[src/ipat_pkg.sv]
`timescale 1ns / 1ps
// ----------------------------------------------------------------------------
// ipat_pkg
// Shared types, character codes and digit helpers for the address formatter.
// ----------------------------------------------------------------------------
package ipat_pkg;

  typedef struct packed {
    logic        family;
    logic [63:0] addr_hi;
    logic [63:0] addr_lo;
  } addr_t;

  typedef struct packed {
    logic [6:0] text_char;
    logic       last_char;
  } char_t;

  typedef enum logic [2:0] {
    CK_COLON,
    CK_DOT,
    CK_HEX,
    CK_DEC,
    CK_F
  } char_kind_t;

  typedef struct packed {
    logic       load;
    logic       emit;
    char_kind_t kind;
    logic [2:0] word;
    logic [1:0] nib;
    logic [1:0] oct;
    logic [1:0] pos;
    logic       last;
  } cmd_t;

  typedef struct packed {
    logic            busy;
    logic            family;
    logic            embed;
    logic            embed_ffff;
    logic            run_valid;
    logic [2:0]      run_start;
    logic [3:0]      run_end;
    logic [7:0][1:0] lead;
    logic [3:0][1:0] ndig;
  } stat_t;

  localparam logic [6:0] ASC_COLON = 7'h3a;
  localparam logic [6:0] ASC_DOT   = 7'h2e;
  localparam logic [6:0] ASC_ZERO  = 7'h30;
  localparam logic [6:0] ASC_LOW_A = 7'h61;
  localparam logic [6:0] ASC_LOW_F = 7'h66;
  localparam logic [3:0] WORDS     = 4'd8;

  function automatic logic [6:0] hex_char(input logic [3:0] d);
    logic [6:0] c;
    if (d < 4'd10) c = ASC_ZERO + {3'b000, d};
    else c = ASC_LOW_A + {3'b000, d} - 7'd10;
    return c;
  endfunction

  function automatic logic [1:0] lead_nib(input logic [15:0] w);
    logic [1:0] l;
    if (w[15:12] != 4'h0) l = 2'd3;
    else if (w[11:8] != 4'h0) l = 2'd2;
    else if (w[7:4] != 4'h0) l = 2'd1;
    else l = 2'd0;
    return l;
  endfunction

  // digit position: 2 hundreds, 1 tens, 0 units
  function automatic logic [1:0] dec_ndig(input logic [7:0] v);
    logic [1:0] n;
    if (v >= 8'd100) n = 2'd3;
    else if (v >= 8'd10) n = 2'd2;
    else n = 2'd1;
    return n;
  endfunction

  function automatic logic [3:0] dec_digit(input logic [7:0] v, input logic [1:0] pos);
    logic [1:0] h;
    logic [7:0] r;
    logic [3:0] t;
    logic [6:0] u;
    logic [3:0] d;
    h = (v >= 8'd200) ? 2'd2 : (v >= 8'd100) ? 2'd1 : 2'd0;
    r = (h == 2'd2) ? v - 8'd200 : (h == 2'd1) ? v - 8'd100 : v;
    t = 4'd0;
    for (int k = 1; k < 10; k++) begin
      if (r >= 8'(10 * k)) t = 4'(k);
    end
    u = r[6:0] - {t, 3'b000} - {2'b00, t, 1'b0};
    if (pos == 2'd2) d = {2'b00, h};
    else if (pos == 2'd1) d = t;
    else d = u[3:0];
    return d;
  endfunction

endpackage

[src/ip_address_text_formatter.sv]
`timescale 1ns / 1ps
// ----------------------------------------------------------------------------
// ip_address_text_formatter
// Prints a binary IPv4/IPv6 address, one character a cycle unless stalled.
// ----------------------------------------------------------------------------
// addr channel: addr_valid/addr_stall carry one address transaction (family,
// addr_hi, addr_lo). addr_stall is high while an address is being printed.
// text channel: char_valid/char_stall carry one ASCII character per
// transaction, last_char marks the final character of an address.
// The address is registered when taken; the sequencer reads the analysis in
// its first state and then issues one character per cycle into the output
// register while the text channel does not stall. Each address gives 2 to
// 39 characters.
// A stall on the text channel holds the character in the output register and
// freezes the sequencer; nothing is dropped.
// Reset (rst, synchronous) returns the sequencer to idle and empties the
// output register.
// ----------------------------------------------------------------------------
module ip_address_text_formatter import ipat_pkg::*; (
  input  logic  clk,
  input  logic  rst,
  input  logic  addr_valid,
  output logic  addr_stall,
  input  addr_t addr,
  output logic  char_valid,
  input  logic  char_stall,
  output char_t text
);

  cmd_t  cmd;
  stat_t stat;
  logic  idle;

  assign addr_stall = !idle;

  ipat_ctrl u_ctrl (
    .clk    (clk),
    .rst    (rst),
    .accept (addr_valid && !addr_stall),
    .stat   (stat),
    .idle   (idle),
    .cmd    (cmd)
  );

  ipat_dp u_dp (
    .clk        (clk),
    .rst        (rst),
    .addr       (addr),
    .cmd        (cmd),
    .stat       (stat),
    .char_valid (char_valid),
    .char_stall (char_stall),
    .text       (text)
  );

endmodule

[src/ipat_dp.sv]
`timescale 1ns / 1ps
// ----------------------------------------------------------------------------
// ipat_dp
// Address registers, zero-run and digit analysis, and the character output
// register.
// ----------------------------------------------------------------------------
module ipat_dp import ipat_pkg::*; (
  input  logic  clk,
  input  logic  rst,
  input  addr_t addr,
  input  cmd_t  cmd,
  output stat_t stat,
  output logic  char_valid,
  input  logic  char_stall,
  output char_t text
);

  logic [7:0][15:0] w;
  logic [7:0][15:0] aw;
  logic [3:0][7:0]  oc;
  logic [7:0]       zin;
  logic [3:0]       cnt;
  logic [3:0]       blen;
  logic [3:0]       bend;
  logic [2:0]       bstart;
  logic             found;
  logic             embed_next;
  stat_t            info;
  logic [15:0]      cur_word;
  logic [3:0]       cur_nib;
  logic [6:0]       ch;

  assign aw = {addr.addr_hi, addr.addr_lo};

  always_comb begin
    cnt    = 4'd0;
    blen   = 4'd1;
    bend   = 4'd0;
    bstart = 3'd0;
    found  = 1'b0;
    for (int i = 0; i < 8; i++) begin
      zin[i] = aw[3'(7 - i)] == 16'h0000;
    end
    for (int i = 0; i < 8; i++) begin
      if (zin[i]) begin
        cnt = cnt + 4'd1;
        if (cnt > blen) begin
          blen   = cnt;
          bend   = 4'(i + 1);
          bstart = 3'(4'(i + 1) - cnt);
          found  = 1'b1;
        end
      end else begin
        cnt = 4'd0;
      end
    end
  end

  assign embed_next = (addr.addr_hi == 64'd0) && (addr.addr_lo[63:48] == 16'h0000)
    && ((addr.addr_lo[47:32] == 16'hffff)
        || ((addr.addr_lo[47:32] == 16'h0000) && (addr.addr_lo[31:16] != 16'h0000)));

  always_ff @(posedge clk) begin
    if (cmd.load) begin
      w               <= {addr.addr_hi, addr.addr_lo};
      oc              <= addr.addr_lo[31:0];
      info.busy       <= 1'b0;
      info.family     <= addr.family;
      info.embed      <= embed_next;
      info.embed_ffff <= addr.addr_lo[47:32] != 16'h0000;
      info.run_valid  <= found;
      info.run_start  <= bstart;
      info.run_end    <= bend;
      for (int i = 0; i < 8; i++) begin
        info.lead[i] <= lead_nib(addr.addr_hi[63:0] == 64'd0 && i < 4 ? 16'h0000 :
                        16'(({addr.addr_hi, addr.addr_lo} >> (16 * (7 - i)))));
      end
      for (int o = 0; o < 4; o++) begin
        info.ndig[o] <= dec_ndig(8'(addr.addr_lo >> (8 * (3 - o))));
      end
    end
  end

  assign cur_word = w[3'd7 - cmd.word];
  assign cur_nib  = 4'(cur_word >> {cmd.nib, 2'b00});

  always_comb begin
    unique case (cmd.kind)
      CK_COLON: ch = ASC_COLON;
      CK_DOT:   ch = ASC_DOT;
      CK_HEX:   ch = hex_char(cur_nib);
      CK_DEC:   ch = ASC_ZERO + {3'b000, dec_digit(oc[2'd3 - cmd.oct], cmd.pos)};
      CK_F:     ch = ASC_LOW_F;
      default:  ch = ASC_COLON;
    endcase
  end

  always_ff @(posedge clk) begin
    if (rst) begin
      char_valid <= 1'b0;
    end else if (cmd.emit) begin
      char_valid <= 1'b1;
    end else if (!char_stall) begin
      char_valid <= 1'b0;
    end
  end

  always_ff @(posedge clk) begin
    if (cmd.emit) begin
      text.text_char <= ch;
      text.last_char <= cmd.last;
    end
  end

  always_comb begin
    stat      = info;
    stat.busy = char_valid && char_stall;
  end

endmodule

[src/ipat_ctrl.sv]
`timescale 1ns / 1ps
// ----------------------------------------------------------------------------
// ipat_ctrl
// Sequencer that walks the address text, one character per unstalled cycle.
// ----------------------------------------------------------------------------
module ipat_ctrl import ipat_pkg::*; (
  input  logic  clk,
  input  logic  rst,
  input  logic  accept,
  input  stat_t stat,
  output logic  idle,
  output cmd_t  cmd
);

  typedef enum logic [3:0] {
    S_IDLE, S_FIRST, S_E_C1, S_E_C2, S_E_F, S_E_C3,
    S_W_HEAD, S_W_SEP, S_W_HEX, S_W_END, S_DEC, S_DOT
  } state_t;

  state_t     state;
  logic [2:0] wi;
  logic [1:0] nib;
  logic [1:0] oct;
  logic [1:0] pos;
  logic [1:0] fcnt;
  logic       go;
  logic       at_run;

  assign idle   = state == S_IDLE;
  assign go     = !stat.busy;
  assign at_run = stat.run_valid && (wi == stat.run_start);

  always_comb begin
    cmd      = '0;
    cmd.load = idle && accept;
    cmd.word = wi;
    cmd.nib  = nib;
    cmd.oct  = oct;
    cmd.pos  = pos;
    cmd.kind = CK_COLON;
    unique case (state)
      S_IDLE, S_FIRST: cmd.emit = 1'b0;
      S_E_C1, S_E_C2, S_E_C3, S_W_HEAD, S_W_SEP: cmd.emit = go;
      S_W_END: begin
        cmd.emit = go;
        cmd.last = 1'b1;
      end
      S_E_F: begin
        cmd.emit = go;
        cmd.kind = CK_F;
      end
      S_W_HEX: begin
        cmd.emit = go;
        cmd.kind = CK_HEX;
        cmd.last = (wi == 3'd7) && (nib == 2'd0);
      end
      S_DEC: begin
        cmd.emit = go;
        cmd.kind = CK_DEC;
        cmd.last = (oct == 2'd3) && (pos == 2'd0);
      end
      S_DOT: begin
        cmd.emit = go;
        cmd.kind = CK_DOT;
      end
      default: cmd.emit = 1'b0;
    endcase
  end

  always_ff @(posedge clk) begin
    if (rst) begin
      state <= S_IDLE;
    end else begin
      unique case (state)
        S_IDLE: if (accept) state <= S_FIRST;
        S_FIRST: begin
          wi <= 3'd0;
          if (!stat.family) begin
            oct   <= 2'd0;
            pos   <= stat.ndig[0] - 2'd1;
            state <= S_DEC;
          end else if (stat.embed) begin
            state <= S_E_C1;
          end else if (stat.run_valid && stat.run_start == 3'd0) begin
            state <= S_W_HEAD;
          end else begin
            nib   <= stat.lead[0];
            state <= S_W_HEX;
          end
        end
        S_E_C1: if (go) state <= S_E_C2;
        S_E_C2: if (go) begin
          fcnt <= 2'd0;
          oct  <= 2'd0;
          pos  <= stat.ndig[0] - 2'd1;
          state <= stat.embed_ffff ? S_E_F : S_DEC;
        end
        S_E_F: if (go) begin
          fcnt <= fcnt + 2'd1;
          if (fcnt == 2'd3) state <= S_E_C3;
        end
        S_E_C3: if (go) state <= S_DEC;
        S_W_HEAD: if (go) begin
          if (at_run) begin
            wi    <= stat.run_end[2:0];
            state <= (stat.run_end == WORDS) ? S_W_END : S_W_SEP;
          end else begin
            nib   <= stat.lead[wi];
            state <= S_W_HEX;
          end
        end
        S_W_SEP: if (go) begin
          nib   <= stat.lead[wi];
          state <= S_W_HEX;
        end
        S_W_HEX: if (go) begin
          if (nib == 2'd0) begin
            if (wi == 3'd7) begin
              state <= S_IDLE;
            end else begin
              wi    <= wi + 3'd1;
              state <= S_W_HEAD;
            end
          end else begin
            nib <= nib - 2'd1;
          end
        end
        S_W_END: if (go) state <= S_IDLE;
        S_DEC: if (go) begin
          if (pos == 2'd0) state <= (oct == 2'd3) ? S_IDLE : S_DOT;
          else pos <= pos - 2'd1;
        end
        S_DOT: if (go) begin
          oct   <= oct + 2'd1;
          pos   <= stat.ndig[oct + 2'd1] - 2'd1;
          state <= S_DEC;
        end
        default: state <= S_IDLE;
      endcase
    end
  end

  a_no_emit_when_busy: assert property (@(posedge clk) disable iff (rst)
    cmd.emit |-> !stat.busy) else $error("character issued into a held output");

  a_load_starts: assert property (@(posedge clk) disable iff (rst)
    (idle && accept) |=> state == S_FIRST) else $error("accepted address not started");

  a_last_ends: assert property (@(posedge clk) disable iff (rst)
    (cmd.emit && cmd.last) |=> idle) else $error("sequencer busy after last character");

endmodule

[config.mk]
export PLATFORM = sky130hd
export DESIGN_NAME = ip_address_text_formatter
export DESIGN_NICKNAME = d
export VERILOG_FILES = /design/src/ipat_pkg.sv /design/src/ip_address_text_formatter.sv /design/src/ipat_dp.sv /design/src/ipat_ctrl.sv
export SDC_FILE = /design/constraint.sdc
export NUM_CORES = 1
export LEC_CHECK = 0
export BUFFER_PORTS_ARGS = -buffer_cell sky130_fd_sc_hd__buf_2
export CELL_PAD_IN_SITES_DETAIL_PLACEMENT = 2
export CELL_PAD_IN_SITES_GLOBAL_PLACEMENT = 2
export CORE_ASPECT_RATIO = 0.8
export CORE_MARGIN = 3
export CORE_UTILIZATION = 25
export DETAILED_ROUTE_END_ITERATION = 16
export PLACE_DENSITY_LB_ADDON = 0.1
export SETUP_SLACK_MARGIN = 0.02
export SYNTH_ARGS = -nofsm -noshare
export SYNTH_HDL_FRONTEND = slang
export SYNTH_SLANG_ARGS = --single-unit
[constraint.sdc]
create_clock -name clk -period 9.7 [get_ports clk]
set_clock_uncertainty 0.1 [all_clocks]
set_input_delay 1.94 -clock clk [delete_from_list [all_inputs] [get_ports clk]]
set_output_delay 1.94 -clock clk [all_outputs]
set_load 0.02 [all_outputs]
==> results of run 1 <==
==> area by class of cell <==
| class | count | area share [%] |
|---|---|---|
| Clock inverter | 15 | 1.43 |
| Clock buffer | 17 | 4.04 |
| Timing Repair Buffer | 146 | 7.04 |
| Sequential cell | 178 | 50.3 |
| Inverter | 13 | 0.464 |
| Antenna cell | 1 | 0.0238 |
| Tap cell | 465 | 5.53 |
| Multi-Input combinational cell | 374 | 31.1 |
==> state kept, by name, indices dropped and copies added, names as in the netlist <==
register	flops
u_dp.stat	26
u_ctrl.wi	3
u_ctrl.fcnt	2
u_ctrl.state	4
u_dp.w	98
u_ctrl.pos	2
u_dp.char_valid	1
u_dp.oc	30
u_ctrl.oct	2
u_ctrl.nib	2
u_dp.text	8
==> cells in the mapped netlist (all sizes together), types with 2 or more instances <==
cell type / n / area [um2]
clkbuf: 14 / 52.6
nor2b: 6 / 37.5
nand3b: 4 / 30.0
buf: 12 / 70.1
dfxtp: 5 / 100
nand2: 54 / 203
xnor2: 5 / 62.6
nand2b: 14 / 87.6
nand3: 11 / 60.1
nand4: 2 / 12.5
a311oi: 3 / 32.5
a21oi: 23 / 115
inv: 11 / 41.3
o21ai: 22 / 114
o22ai: 7 / 50.1
ha: 19 / 238
nor4: 27 / 184
and2: 8 / 52.6
nor3: 12 / 60.1
a211oi: 8 / 65.1
or3: 3 / 18.8
a21o: 4 / 30.0
o211ai: 3 / 22.5
mux4: 51 / 1150
mux2: 2 / 22.5
o221ai: 5 / 43.8
o311ai: 2 / 17.5
a221oi: 2 / 17.5
mux2i: 14 / 140
nor2: 29 / 109
a31oi: 5 / 37.5
and3: 5 / 31.3
edfxtp: 173 / 5190
clkinv: 2 / 7.51
==> where the power goes <==
part / total [mW] / switching, mW / internal (mW)
Sequential: 1.24 / 0.121 / 1.12
Clock: 0.691 / 0.328 / 0.362
Combinational: 1.19 / 0.727 / 0.466
==> per-stage QoR <==
| step | hold slack [ps] | util (%) |
|---|---|---|
| floorplan | 438 | - |
| global placement | 454 | 29.2 |
| detailed placement | 463 | 29.2 |
| CTS | 474 | 30.9 |
| global route | 505 | 30.9 |
| finish | 473 | 30.9 |
==> kinds of logic (layout without fill, tap and decap cells) <==
logic type	count (synthesis)	in the layout	synth area share [%]
AO/OA/AOI/OAI	100	100	8.06
XOR/XNOR	6	6	0.816
adder cells (fa/ha/maj)	20	20	2.85
buffers and inverters	39	191	1.96
flip-flops	178	178	60.6
multiplexers	67	67	15.0
other	1	2	0.0429
AND/OR/NAND/NOR	180	180	10.7
==> worst max-delay path, delay by kind of cell, from the launching register on <==
kind	cells	cell delay (ps)
AOI/OAI and AO/OA	7	1860
adders and majority gates	3	830
buffers and inverters	1	220
DFF	1	670
muxes	1	690
and+or+nand+nor	4	570
==> layout by cell type (no fill, tap or decap), types with 17 or more instances in the layout <==
cell and instances:
a21oi_1 23, buf_2 142, clkbuf_16 17, edfxtp_1 173, ha_1 19, mux4_2 51
nand2_1 54, nor2_1 29, nor4_1 26, o21ai_0 21
==> per-layer routing <==
layer / wire length [um] / track usage (%)
met1: 13900 / 22.3
met2: 13400 / 25.0
met3: 1210 / 3.71
met4: 184 / 2.81
met5: 0 / 0
==> worst paths after layout <==
check	end	slack, ps	cells after the start
worst max-delay path	u_dp.text[4]	4500	16
worst min-delay path	u_ctrl.fcnt[0]	470	1
worst max register to register	u_dp.text[4]	4500	16
worst min register to register	u_ctrl.fcnt[0]	470	1
==> results.yml, run 1 <==
synth:
  postSynthCellCount: 591
  ys_types: 71
  synth_ff_type: "edfxtp_1"
  synth_area_um2: 8740
  syn_avg_cell_area_um2: 14.8
  synth_edf_count: 173
  ys_ff_latch: 178
  ys_warn_count: 0
  syn_nets: 743
  async_reset_ff_share_pct: 0
  synth-seq-area-share_pct: 60.6
power_and_ir_drop:
  power_mw: 3.13
  leakagePower_nw: 3.60
  power_density_nw_per_um2: 297
  peakVddDrop_mv: 0.0982
cells_and_area:
  final.fill_count: 3605
  stdcell_count: 1209
  register_area_um2: 5300
  fin_nets: 882
  stdcell_area_um2: 10500
  drive_gt1_share_pct: 33.8
  multi_input_area_um2: 3280
  area_growth_pct: 20.4
critical_path:
  r2r_start: "u_ctrl.oct[1]"
  path_cells: "mux4_2 > inv_1 > ha_1 > a21bo_2 > o211ai_1 > nand2b_1 > a32oi_2 > maj3_2 > o22ai_1 > a21o_1 > ha_1 > nand2_1 > and2_1 > a311oi_1 > nand3_1 > a31o_1"
  crit_start: "u_ctrl.oct[1]"
  endpoint_kind: "flop"
  crit_fanout: 10
  cp.arrival_ps: 5290
  crit_top_cell: "ha_1"
  crit_type: "reg -> reg"
  slowest_stage: "mux4_2"
  cp.required_ps: 9790
  start_kind: "flop"
  max_stage_delay_ps: 690
sta:
  tightest_slew_ps: 976
  fmax_mhz: 192
  finalWorstSetupSlack_ps: 4500
  min_period_ps: 5200
  slew_viol_final: 0
  hold_violations: 0
  rsz0062_at_grt: "false"
  period_share_pct: 53.6
  setup_violations: 0
  tns_ps: 0
  slew_headroom_pct: 34.9
floorplan:
  die_w_um: 215
  dieArea_um2: 37200
  start_util_pct: 25.7
  pin_count: 143
  fp.coreArea_um2: 34000
  dieHeight_um: 173
  rows: 60
place:
  io_buffers: 142
  place.gp.congestion: 0.805
  hpwl_um: 22600
  pre_cts_slack_ps: 4450
  dp_cells: 1176
  place_area_um2: 9940
clock_network:
  h-tree-depth: 4
  cts_buffers: 17
  numClockSinks: 178
  clk_pin_slew_ps: 70
  cts_tree: "built"
  cts-root-buf: "clkbuf_16"
  ctsHoldBuffers: 0
  ctsResizeCount: 0
  clkLatencyLatePin_ps: 450
  clock_path_buffers: 2
  post_cts.repair.setup_buffers: 0
worst_hold_path:
  hp-start: "u_ctrl.fcnt[0]"
  hold_class: "reg -> reg"
global_route:
  gr-total-overflow: 0
  grt_usage_pct: 15.8
  grt_pass1_vias: 6523
  grt_start_max_net_pins: 71
  grt_first_pass_wirelength_um: 43300
  antenna_found_initial: 2
routing:
  antenna_left: 0
  drc_errors: 0
  drt_iter0_drc: 311
  vias_per_cell: 4.86
  dr.pass1.iters: 5
  avgRoutedWirePerCell_um: 23.8
  vias: 5873
  wirelength_um: 28800
run_status:
  status: "complete, no violations"
job:
  drv_cap: 0
(Power assumes the default switching activity.)
==> inputs of run 2 (changes only) <==
Clock period 9.7 ns to 5 ns, I/O delays scaled along.
==> run 2 against run 1 <==
Compared with the run above: routed wire length is 0.91% higher; core utilization is 0.54 points higher; clock-buffer cell count stayed put; die area stayed put; clock power is 90% higher; sequential cell count stayed put; setup slack worse by 4200 ps; maximum frequency is 11% higher; combinational power is 110% higher.
==> results.yml, run 2 (synthesis gave the netlist of run 1 again) <==
cells_and_area:
  area_growth_pct: 22.5
  stdcell_area_um2: 10700
  final_cell_mix: "edfxtp_1, buf_2, nand2_1"
  fin_nets: 901
  drive_gt1_share_pct: 35.6
  largest_reg_flops: 98
  layout.cells.most_common: "edfxtp_1"
  largest_register: "u_dp.w"
  final_core_util_pct: 31.5
  stdcell_count: 1227
  diodes: 0
global_route:
  grt_start_max_net_pins: 56
  antenna_found_initial: 0
  grt_busiest_layer: "met2"
  grt_usage_pct: 15.9
  grt_first_pass_wirelength_um: 43800
  grt_pass1_vias: 6640
  gr-total-overflow: 0
  use_met2_pct: 24.8
  grt_use_met3_pct: 3.01
  met1_usage_pct: 23.1
routing:
  antenna_left: 0
  dr.pass1.iters: 4
  drc_errors: 0
  drt_iter0_drc: 333
  vias_per_cell: 4.86
  avgRoutedWirePerCell_um: 23.7
  wirelength_um: 29000
  vias: 5965
clock_network:
  cts-root-buf: "clkbuf_16"
  cts_buffers: 17
  clkLatencyLatePin_ps: 450
  ctsHoldBuffers: 0
  numClockSinks: 178
  cts_tree: "built"
  clk_pin_slew_ps: 70
  clock_path_buffers: 2
  h-tree-depth: 4
critical_path:
  critical_path.top_delay_family: "compound AO/OA/AOI/OAI gates"
  cp.required_ps: 5110
  crit_fanout: 7
  cp.arrival_ps: 4780
  r2r_start: "u_ctrl.oct[0]"
  max_stage_delay_ps: 510
  reg2reg_depth: 18
  r2r_setup_slack_ps: 330
  crit_type: "reg -> reg"
  start_kind: "flop"
  endpoint_kind: "flop"
  r2r-end: "u_dp.text[4]"
  slowest_stage: "edfxtp_1"
  crit_start: "u_ctrl.oct[0]"
  crit_buf_inv: 2
  path_cells: "buf_4 > mux4_2 > inv_1 > ha_1 > and2_1 > nor4_4 > o221ai_1 > a32oi_4 > maj3_2 > o22ai_1 > a21o_1 > ha_1 > nand2_1 > nor2_1 > o21ai_0 > mux2_2 > a21o_1 > a31o_1"
floorplan:
  start_util_pct: 25.7
  dieHeight_um: 173
  fp.coreArea_um2: 34000
  die_w_um: 215
  dieArea_um2: 37200
  rows: 60
  pin_count: 143
power_and_ir_drop:
  p_sw_mw: 2.35
  leakagePower_nw: 3.69
  switching_share_pct: 38.0
  seq_power_share_pct: 38.5
  power_density_nw_per_um2: 579
  clockPowerShare_pct: 21.1
  power_mw: 6.20
  peakVddDrop_mv: 0.211
  p_int_mw: 3.84
  combPwrFrac_pct: 40.4
sta:
  setup_violations: 0
  slew_viol_final: 0
  whs_ps: 479
  fmax_mhz: 214
  period_share_pct: 93.4
  hold_violations: 0
  slew_headroom_pct: 30.9
  tns_ps: 0
  min_period_ps: 4670
  tightest_slew_ps: 1030
  rsz0062_at_grt: "false"
  finalWorstSetupSlack_ps: 331
place:
  hpwl_um: 23000
  io_buffers: 142
  place.gp.congestion: 0.753
  dp_cells: 1185
  pre_cts_slack_ps: 134
  place_area_um2: 10000
worst_hold_path:
  whs_endpoint: "u_ctrl.fcnt[0]"
  hold_class: "reg -> reg"
  holdPathStages: 1
  hp-start: "u_ctrl.fcnt[0]"
run_status:
  status: "complete, no violations"
job:
  drv_cap: 0
run 2: changes by cell type in the layout (fill, tap and decap cells not counted), sizes merged:
cell,change
buf,+19
bufinv,-1
clkinv,-4
clkinvlp,+1
diode,-1
inv,+4
run 2: worst max-delay path by stage:
stage                        end  slack (ps)  depth (start not counted)
floorplan           u_dp.text[4]         410                         19
global placement    u_dp.text[4]         330                         16
detailed placement  u_dp.text[4]         130                         17
CTS                 u_dp.text[4]         100                         17
global route        u_dp.text[4]          30                         18
finish              u_dp.text[4]         330                         18
run 2: cell type report:
class	instances	area [um2]
clock inverter	15	139
fill	3603	23300
clock buffer	17	425
sequential	178	5300
inverter	13	48.8
timing repair buffer	165	921
tap	465	582
multi-input combinational	374	3290
run 2: power groups by stage:
stage	Sequential [mW]	Combinational (mW)	Clock (mW)
finish	2.38	2.50	1.31
global route	2.43	2.77	1.42
CTS	2.40	2.46	1.36
detailed placement	2.43	2.45	0
global placement	2.41	2.37	0
floorplan	2.34	1.69	0
run 2: what timing repair did:
action,4_1_cts,5_1_grt
setup buffers,0,10
endpoints found under the setup margin,0,1
resized for setup,0,3
run 2: worst register-to-register path: stages, from the launching register on:
cell	delay (ps)
edfxtp_1	510
buf_4	200
mux4_2	350
inv_1	70
ha_1	230
and2_1	240
nor4_4	340
o221ai_1	240
a32oi_4	340
maj3_2	250
o22ai_1	90
a21o_1	210
ha_1	310
nand2_1	100
nor2_1	90
o21ai_0	90
mux2_2	290
a21o_1	170
a31o_1	210
run 2: metal layers:
metal / routed length (um) / vias up
li1: - / 2711
met1: 14400 / 3126
met4: 290 / 0
met5: 0 / -
met2: 13300 / 110
met3: 1030 / 18
==> inputs of run 3 (changes only) <==
Settings changed: CORE_ASPECT_RATIO 0.8 to 0.5.
==> run 3 against run 2 <==
Compared with the run above: sequential cell count unchanged; clock power increased by 11%; non-clock buffer count increased by 1; first-iteration DRC count increased by 29%; via count increased by 0.75%; maximum frequency decreased by 0.12%; final area increased by 0.64%; global-route usage decreased by 0.16 points; combinational power about the same; clock-buffer cell count increased by 1; highest routed layer is now met5.
==> results.yml, run 3 (synthesis gave the netlist of run 1 again) <==
critical_path:
  reg2reg_depth: 17
  cp.arrival_ps: 4780
  crit_type: "reg -> reg"
  endpoint_kind: "flop"
  r2r_start: "u_ctrl.oct[0]"
  endpoint: "u_dp.text[4]"
  crit_start: "u_ctrl.oct[0]"
  start_kind: "flop"
  r2r_setup_slack_ps: 330
  r2r-end: "u_dp.text[4]"
  cp.required_ps: 5110
  crit_fanout: 10
power_and_ir_drop:
  peakVddDrop_mv: 0.245
  power_density_nw_per_um2: 592
  leakagePower_nw: 3.72
clock_network:
  clock_path_buffers: 2
  h-tree-depth: 4
  clkLatencyLatePin_ps: 450
  cts_tree: "built"
  cts-root-buf: "clkbuf_16"
  clk_pin_slew_ps: 70
  cts_buffers: 17
  numClockSinks: 178
  ctsHoldBuffers: 0
sta:
  whs_ps: 473
  min_period_ps: 4670
  rsz0062_at_grt: "true"
  setup_violations: 0
  period_share_pct: 93.5
  fmax_mhz: 214
  tightest_slew_ps: 942
  slew_viol_final: 0
  hold_violations: 0
  slew_headroom_pct: 37.2
floorplan:
  rows: 47
  die_w_um: 270
  pin_count: 143
  start_util_pct: 25.9
  dieHeight_um: 138
  fp.coreArea_um2: 33800
  dieArea_um2: 37400
place:
  dp_cells: 1186
  place.gp.congestion: 0.761
  hpwl_um: 22400
  io_buffers: 142
cells_and_area:
  largest_register: "u_dp.w"
  fin_nets: 902
  stdcell_count: 1229
  final_core_util_pct: 31.9
  drive_gt1_share_pct: 35.9
  area_growth_pct: 23.3
  final_cell_mix: "edfxtp_1, buf_2, nand2_1"
  layout.cells.most_common: "edfxtp_1"
  final.fill_count: 3571
  largest_reg_flops: 98
global_route:
  grt_first_pass_wirelength_um: 44000
  grt_pass1_vias: 6720
  grt_usage_pct: 15.8
  grt_start_max_net_pins: 63
  antenna_found_initial: 5
  gr-total-overflow: 0
worst_hold_path:
  hold_class: "reg -> reg"
routing:
  vias_per_cell: 4.89
  drc_errors: 0
  vias: 6010
  dr.pass1.iters: 4
  drt_iter0_drc: 430
  avgRoutedWirePerCell_um: 23.6
  antenna_left: 0
  wirelength_um: 29100
job:
  drv_cap: 0
run_status:
  status: "complete, no violations"
run 3: timing repair:
action                     4_1_cts  5_1_grt
buffers inserted                 0       10
setup endpoints to repair        0        3
gates resized for setup          0        6
run 3: where the power goes:
group	switching, mW	leakage [nW]	internal [mW]
Combinational	1.51	1.81	1.02
Clock	0.653	0.303	0.807
Sequential	0.223	1.61	2.17
run 3: per-layer routing:
metal,wire (um),share of wire (%),up-vias,GRT usage [%]
li1,-,-,2710,-
met1,13600,47,3133,21.6
met2,13500,46,118,25.0
met3,1420,4.9,39,4.14
met4,466,1.6,10,4.08
met5,43,0.15,-,0
run 3: how the worst min path moves through the flow:
stage / startpoint / end / slack [ps] / cells past startpoint
finish: u_ctrl.fcnt[0] / u_ctrl.fcnt[0] / 470 / 1
detailed placement: u_ctrl.fcnt[0] / u_ctrl.fcnt[0] / 470 / 1
global route: u_ctrl.fcnt[0] / u_ctrl.fcnt[0] / 490 / 1
global placement: u_ctrl.fcnt[0] / u_ctrl.fcnt[0] / 450 / 1
CTS: u_ctrl.fcnt[0] / u_ctrl.fcnt[0] / 480 / 1
floorplan: u_ctrl.fcnt[0] / u_ctrl.fcnt[0] / 440 / 1
run 3: stage by stage:
stage          power [mW]  TNS, ps  area, um2  worst slack [ps]
2_1_floorplan        4.02        0       8740               408
3_3_place_gp         4.85        0      10100               243
3_5_place_dp         4.91        0      10100              62.5
4_1_cts              6.40        0      10700              55.5
5_1_grt              6.79    -21.8      10800             -21.8
6_report             6.38        0      10800               325
run 3: layout make-up:
class	count	area [um2]	share of cell area, %
well taps	465	582	5.40
flip-flops and latches	178	5300	49.2
inverters	13	48.8	0.453
repair buffers	166	928	8.62
multi-input cells	374	3290	30.6
clock buffers	18	429	3.98
diodes	1	2.50	0.0232
clock inverters	14	194	1.80
run 3: critical path: stages, from the launching register on:
cell and delay, ps:
edfxtp_1 530, mux4_2 710, inv_1 160, ha_1 200, nand2_1 80, o221ai_1 340
o221ai_1 270, a32oi_2 300, maj3_2 230, o22ai_1 90, a21o_1 200, ha_1 300
nand2_1 100, nor2_1 90, o21ai_0 80, mux2_2 280, a21o_1 170, a31o_1 210
